## config.mk

```make
export PLATFORM = sky130hd
export DESIGN_NAME = dss_seq
export DESIGN_NICKNAME = d
export VERILOG_FILES = /design/src/rtl/dss_pkg.sv /design/src/rtl/dss_seq.sv
export VERILOG_INCLUDE_DIRS = /design/src /design/src/rtl
export SDC_FILE = /design/constraint.sdc
export NUM_CORES = 2
export LEC_CHECK = 0
export CELL_PAD_IN_SITES_DETAIL_PLACEMENT = 1
export CELL_PAD_IN_SITES_GLOBAL_PLACEMENT = 2
export CORE_MARGIN = 2
export CORE_UTILIZATION = 42
export CTS_CLUSTER_SIZE = 25
export DETAILED_ROUTE_END_ITERATION = 12
export DONT_BUFFER_PORTS = 1
export PLACE_DENSITY = 0.9
export SYNTH_ARGS = -nofsm -noshare
export SYNTH_HDL_FRONTEND = slang
export SYNTH_SLANG_ARGS = --single-unit
```

## constraint.sdc

```tcl
create_clock -name clk -period 8.9 [get_ports clk]
set_input_delay 0.89 -clock clk [delete_from_list [all_inputs] [get_ports clk]]
set_output_delay 0.89 -clock clk [all_outputs]
set_load 0.05 [all_outputs]
```

## src/rtl/discrete_spectrum_sampler_unit_defines.svh

```systemverilog
// ----------------------------------------------------------------------------
// discrete_spectrum_sampler_unit_defines
// Assertion macros for the spectrum sampler; empty under synthesis.
// ----------------------------------------------------------------------------
`ifndef DISCRETE_SPECTRUM_SAMPLER_UNIT_DEFINES_SVH
`define DISCRETE_SPECTRUM_SAMPLER_UNIT_DEFINES_SVH

`ifndef SYNTHESIS

// property checked on every clock edge outside reset
`define DSS_ASSERT(lbl, prop) \
  lbl: assert property (@(posedge clk) disable iff (!rst_n) (prop)) \
    else $error("dss assertion failed");

// consequent must hold in the cycle after the antecedent
`define DSS_ASSERT_NEXT(lbl, ante, cons) \
  `DSS_ASSERT(lbl, (ante) |=> (cons))

`else

`define DSS_ASSERT(lbl, prop)

`define DSS_ASSERT_NEXT(lbl, ante, cons)

`endif

`endif

```

## src/rtl/dss_pkg.sv

```systemverilog
`timescale 1ns / 1ps
// ----------------------------------------------------------------------------
// dss_pkg
// Shared types and codes of the discrete spectrum sampler.
// ----------------------------------------------------------------------------
package dss_pkg;

  localparam int MaxBinsDef = 256;

  localparam logic [1:0] REQ_CLEAR  = 2'd0;
  localparam logic [1:0] REQ_APPEND = 2'd1;
  localparam logic [1:0] REQ_SAMPLE = 2'd2;

  localparam logic [1:0] ST_OK      = 2'd0;
  localparam logic [1:0] ST_SKIPPED = 2'd1;
  localparam logic [1:0] ST_FULL    = 2'd2;
  localparam logic [1:0] ST_EMPTY   = 2'd3;

  typedef enum logic [1:0] {
    S_IDLE,
    S_SEARCH,
    S_CMP,
    S_FETCH
  } state_t;

  typedef struct packed {
    logic        valid;
    logic [31:0] energy;
    logic [7:0]  bin_index;
    logic [1:0]  status;
  } res_t;

endpackage

```

## src/rtl/dss_seq.sv

```systemverilog
`timescale 1ns / 1ps
// ----------------------------------------------------------------------------
// dss_seq
// Request sequencer: table fill, target multiply and lower-bound search
// through one shared compare unit.
// ----------------------------------------------------------------------------
`include "discrete_spectrum_sampler_unit_defines.svh"

module dss_seq #(
  parameter int MAX_BINS = dss_pkg::MaxBinsDef,
  localparam int IdxW = (MAX_BINS > 1) ? $clog2(MAX_BINS) : 1,
  localparam int CntW = $clog2(MAX_BINS + 1)
) (
  input  logic            clk,
  input  logic            rst_n,
  input  logic            start,
  output logic            busy,
  input  logic [1:0]      in_req_type,
  input  logic [31:0]     in_bin_energy,
  input  logic [23:0]     in_bin_weight,
  input  logic [31:0]     in_uniform_fraction,
  output logic            tbl_wr_en,
  output logic [IdxW-1:0] tbl_wr_addr,
  output logic [31:0]     tbl_wr_cum,
  output logic [IdxW-1:0] tbl_rd_addr,
  input  logic [31:0]     tbl_rd_energy,
  input  logic [31:0]     tbl_rd_cum,
  output dss_pkg::res_t   res
);

  localparam logic [CntW-1:0] CountMax = CntW'(MAX_BINS);

  dss_pkg::state_t state_r, state_nxt;

  logic [CntW-1:0] count_r, count_nxt;
  logic [31:0]     total_r, total_nxt;
  logic [63:0]     target_r, target_nxt;
  logic [IdxW-1:0] lo_r, lo_nxt;
  logic [IdxW-1:0] hi_r, hi_nxt;
  logic [IdxW-1:0] mid_r, mid_nxt;

  logic            accept;
  logic            skip;
  logic            full;
  logic            empty;
  logic [32:0]     sum;
  logic [31:0]     sum_sat;
  logic [63:0]     product;
  logic [IdxW-1:0] mid;
  logic            ge;

  assign accept = start && (state_r == dss_pkg::S_IDLE);
  assign busy   = (state_r != dss_pkg::S_IDLE);
  assign skip   = (in_bin_energy == 32'd0) || (in_bin_weight == 24'd0);
  assign full   = (count_r == CountMax);
  assign empty  = (count_r == '0);

  // running weight sum, saturating
  assign sum     = (empty ? 33'd0 : {1'b0, total_r}) + {9'd0, in_bin_weight};
  assign sum_sat = sum[32] ? 32'hFFFF_FFFF : sum[31:0];

  assign product = {32'd0, in_uniform_fraction} * {32'd0, total_r};
  assign mid     = lo_r + ((hi_r - lo_r) >> 1);
  // shared compare: cum[mid] * 2^32 >= u * total
  assign ge      = ({tbl_rd_cum, 32'd0} >= target_r);

  // next state
  always_comb begin
    state_nxt = state_r;
    case (state_r)
      dss_pkg::S_IDLE: begin
        if (accept && (in_req_type == dss_pkg::REQ_SAMPLE) && !empty) begin
          state_nxt = dss_pkg::S_SEARCH;
        end
      end
      dss_pkg::S_SEARCH: begin
        state_nxt = (lo_r < hi_r) ? dss_pkg::S_CMP : dss_pkg::S_FETCH;
      end
      dss_pkg::S_CMP:   state_nxt = dss_pkg::S_SEARCH;
      dss_pkg::S_FETCH: state_nxt = dss_pkg::S_IDLE;
      default:          state_nxt = dss_pkg::S_IDLE;
    endcase
  end

  // outputs
  always_comb begin
    tbl_wr_en     = 1'b0;
    tbl_wr_addr   = count_r[IdxW-1:0];
    tbl_wr_cum    = sum_sat;
    tbl_rd_addr   = lo_r;
    res.valid     = 1'b0;
    res.energy    = 32'd0;
    res.bin_index = 8'd0;
    res.status    = dss_pkg::ST_OK;
    case (state_r)
      dss_pkg::S_IDLE: begin
        if (accept) begin
          case (in_req_type)
            dss_pkg::REQ_APPEND: begin
              res.valid = 1'b1;
              if (skip) begin
                res.status = dss_pkg::ST_SKIPPED;
              end else if (full) begin
                res.status = dss_pkg::ST_FULL;
              end else begin
                tbl_wr_en = 1'b1;
              end
            end
            dss_pkg::REQ_SAMPLE: begin
              if (empty) begin
                res.valid  = 1'b1;
                res.status = dss_pkg::ST_EMPTY;
              end
            end
            default: res.valid = 1'b1;
          endcase
        end
      end
      dss_pkg::S_SEARCH: begin
        if (lo_r < hi_r) begin
          tbl_rd_addr = mid;
        end
      end
      dss_pkg::S_CMP: tbl_rd_addr = lo_r;
      dss_pkg::S_FETCH: begin
        res.valid     = 1'b1;
        res.energy    = tbl_rd_energy;
        res.bin_index = 8'(lo_r);
      end
      default: tbl_rd_addr = lo_r;
    endcase
  end

  // datapath
  always_comb begin
    count_nxt  = count_r;
    total_nxt  = total_r;
    target_nxt = target_r;
    lo_nxt     = lo_r;
    hi_nxt     = hi_r;
    mid_nxt    = mid_r;
    case (state_r)
      dss_pkg::S_IDLE: begin
        if (accept) begin
          case (in_req_type)
            dss_pkg::REQ_CLEAR: count_nxt = '0;
            dss_pkg::REQ_APPEND: begin
              if (!skip && !full) begin
                count_nxt = count_r + 1'b1;
                total_nxt = sum_sat;
              end
            end
            dss_pkg::REQ_SAMPLE: begin
              target_nxt = product;
              lo_nxt     = '0;
              hi_nxt     = IdxW'(count_r - 1'b1);
            end
            default: count_nxt = count_r;
          endcase
        end
      end
      dss_pkg::S_SEARCH: mid_nxt = mid;
      dss_pkg::S_CMP: begin
        if (ge) begin
          hi_nxt = mid_r;
        end else begin
          lo_nxt = mid_r + 1'b1;
        end
      end
      default: mid_nxt = mid_r;
    endcase
  end

  always_ff @(posedge clk) begin
    if (!rst_n) begin
      state_r <= dss_pkg::S_IDLE;
      count_r <= '0;
    end else begin
      state_r <= state_nxt;
      count_r <= count_nxt;
    end
  end

  always_ff @(posedge clk) begin
    total_r  <= total_nxt;
    target_r <= target_nxt;
    lo_r     <= lo_nxt;
    hi_r     <= hi_nxt;
    mid_r    <= mid_nxt;
  end

  `DSS_ASSERT(a_search_bounds, (state_r == dss_pkg::S_SEARCH) |-> (lo_r <= hi_r))
  `DSS_ASSERT(a_mid_below_hi, (state_r == dss_pkg::S_CMP) |-> (mid_r < hi_r))
  `DSS_ASSERT(a_no_write_full, tbl_wr_en |-> (count_r != CountMax))
  `DSS_ASSERT_NEXT(a_sample_busy, accept && (in_req_type == dss_pkg::REQ_SAMPLE) && !empty, busy)

endmodule

```

==> flow_metrics.py <==
metrics = {
    "run_status": {
        "status": "finished clean",
    },
    "global_routing": {
        "grt_pass1_vias": 36200,
        "grt_usage_pct": 28.1,
        "grt_pass1_wl_um": 216000,
        "grt.overflow.total": 0,
        "grt_max_degree": 65,
        "antenna_found_initial": 14,
    },
    "cts": {
        "cts_tree": "done",
        "cts_hold_buf": 0,
        "insertion_delay_ns": 0.47,
        "clkSinkCount": 131,
        "cts_root_buf": "clkbuf_16",
        "clockBufferDepth": 2,
        "cts_made_buffers": 17,
        "cts_setup_buffers": 0,
        "cts_htree_levels": 4,
        "clk_pin_slew_ns": 0.07,
        "cts_resized": 0,
    },
    "detailed_routing": {
        "met2_length_um": 71300,
        "drt-met1-wl_um": 53000,
        "dr_total_vias": 31400,
        "avgViaCountPerCell": 5.53,
        "first_iter_violations": 1889,
        "drc_errors": 0,
        "highest_layer": "met5",
        "drt-total-wl_um": 139000,
        "wl_per_cell_um": 24.6,
        "wl_met3_um": 8000,
        "ant_nets": 0,
        "dr.pass1.iters": 5,
    },
    "cells_and_area": {
        "multiInputGateArea_um2": 33400,
        "final_nets": 5762,
        "ff_latch_area_um2": 3820,
        "fill_cells": 11400,
        "final_common_cell": "inv_1",
        "post-route-util_pct": 44.4,
        "area_growth_pct": 4.50,
        "mostFrequentLayoutCells": "inv_1, fa_1, and2_1",
        "layout-drive-gt1-share_pct": 3.06,
        "fin_cells": 5667,
    },
    "worst_setup_path": {
        "cp-start-kind": "flip-flop",
        "r2r-start": "total_r[7]",
        "worstPathArrival_ns": 8.88,
        "cp-end-kind": "flip-flop",
        "reg2reg_depth": 24,
        "r2r_setup_slack_ns": 0.26,
        "cp_max_fo": 26,
        "crit_required_ns": 9.14,
        "reg2reg_to": "target_r[49]",
        "worstSetupPathType": "reg -> reg",
    },
    "sta": {
        "fin_skew_ns": 0.0175,
        "slew_headroom_pct": 18.5,
        "finalMaxSlewViolations": 0,
        "final.setup.tns_ns": 0,
        "tightest_slew_ns": 1.22,
        "fin_crit_ns": 8.64,
        "setup_viol": 0,
        "period_share_pct": 97.1,
        "grt_setup_unrepaired": "no",
        "finalWorstSetupSlack_ns": 0.260,
        "finalHoldViolCount": 0,
        "timing.fmax_mhz": 116,
    },
    "min_path": {
        "hp-class": "in -> reg",
        "worstHoldEndpoint": "count_r[5]",
        "min_from": "rst_n",
        "whs_path_depth": 1,
    },
    "synthesis": {
        "yosys_warnings": 0,
        "seq_area_frac_synth_pct": 9.15,
        "syn_nets": 5917,
        "yosysUniqueCellTypes": 75,
        "syn_area_per_cell_um2": 9.25,
        "synth_top_flop_cell": "edfxtp_1",
        "syn-cell-area_um2": 41800,
        "synth_top_area_cell": "fa_1",
        "synth-seq-cells": 131,
        "netlist_instances": 4516,
        "ys_top_cells_by_area": "fa_1, ha_1, and2_1, edfxtp_1, inv_1",
        "yosysTopAreaCellShare_pct": 43.1,
        "synth-async-reset-ratio_pct": 0,
        "synth-edff-count": 120,
    },
    "placed_design": {
        "dp_slack_ns": 0.349,
        "port_buffers": 0,
        "gp_congestion": 0.985,
        "placed_cells": 5629,
        "hpwl_um": 109000,
    },
    "flow_run": {
        "max_cap_violations": 0,
    },
    "die": {
        "start_util_pct": 42.4,
        "pin_count": 250,
        "dieArea_um2": 102000,
        "rows": 115,
        "die_h_um": 319,
        "fp.coreArea_um2": 98400,
        "die_w_um": 319,
    },
}
## area by class of cell
cell class                      count  area share [%]
Antenna cell                        6          0.0344
Clock buffer                       17           0.974
Clock inverter                     15           0.338
Inverter                          949            8.16
Multi-Input combinational cell   3189            76.6
Sequential cell                   131            8.76
Tap cell                         1287            3.69
Timing Repair Buffer               73            1.46
## through the flow
step	instance area [um2]	hold slack (ns)
after global placement	43100	0.537
after floorplan	41800	0.515
after detailed placement	43100	0.554
after global routing	43600	0.538
final	43700	0.550
after CTS	43600	0.525
## how the worst max path moves through the flow
stage / depth (start not counted) / endpoint / slack [ns] / startpoint
final: 24 / target_r[49] / 0.26 / total_r[7]
after detailed placement: 24 / target_r[49] / 0.35 / total_r[6]
after floorplan: 24 / target_r[60] / 1.19 / in_uniform_fraction[30]
after CTS: 24 / target_r[49] / 0.29 / total_r[6]
after global placement: 26 / target_r[49] / 0.61 / total_r[8]
after global routing: 24 / target_r[49] / 0.03 / total_r[6]
## cell usage after synthesis, types with 8 or more instances
| master | n |
|---|---|
| inv_1 | 947 |
| fa_1 | 899 |
| and2_1 | 657 |
| nand2_1 | 527 |
| ha_1 | 345 |
| clkbuf_1 | 230 |
| edfxtp_1 | 120 |
| a21oi_1 | 102 |
| a21o_1 | 81 |
| nor2_1 | 79 |
| xnor2_1 | 60 |
| o21ai_0 | 47 |
| xor2_1 | 40 |
| nand4_1 | 30 |
| nand3_1 | 28 |
| o21ai_1 | 27 |
| and3_1 | 21 |
| nor4_1 | 21 |
| nor3_1 | 20 |
| o21a_1 | 20 |
| o21bai_1 | 19 |
| a31oi_1 | 17 |
| nor2b_1 | 16 |
| dfxtp_1 | 11 |
| buf_4 | 9 |
| nand2b_1 | 9 |
| or3_1 | 9 |
| a21boi_0 | 8 |
## critical path, cell delays in order (launching register included)
cell	delay, ns
edfxtp_1	1.16
and2_1	0.26
fa_1	0.44
fa_1	0.52
fa_1	0.57
inv_1	0.06
fa_1	0.47
inv_1	0.06
fa_1	0.51
inv_1	0.07
fa_1	0.53
inv_1	0.05
fa_1	0.51
fa_1	0.42
ha_1	0.40
nand2_1	0.12
or4_1	0.56
a21oi_1	0.13
o21ai_1	0.18
a211oi_2	0.22
buf_4	0.20
or2_1	0.19
nor3_1	0.09
o31ai_1	0.30
xor2_1	0.36
## sequential cells by signal, indices dropped and copies added (netlist names)
register  count
lo_r          8
hi_r          8
total_r      32
mid_r         8
target_r     64
count_r       9
state_r       2
## logic make-up after synthesis
logic type               Yosys count  synth area share, %
adder cells (fa/ha/maj)         1244                 53.4
multiplexers                       2               0.0539
AND/OR/NAND/NOR                 1450                 18.1
AO/OA/AOI/OAI                    393                 6.35
XOR/XNOR                         100                 2.10
buffers and inverters           1196                 10.9
flip-flops                       131                 9.15
## routing by layer
metal / track usage (%) / up-vias
met5: 0 / -
met1: 33.2 / 16700
met2: 50.2 / 1029
met3: 4.42 / 336
li1: - / 13300
met4: 12.5 / 6
Power is not shown: default switching activity piles up to over one toggle a cycle in this logic, so the estimate is an artifact.
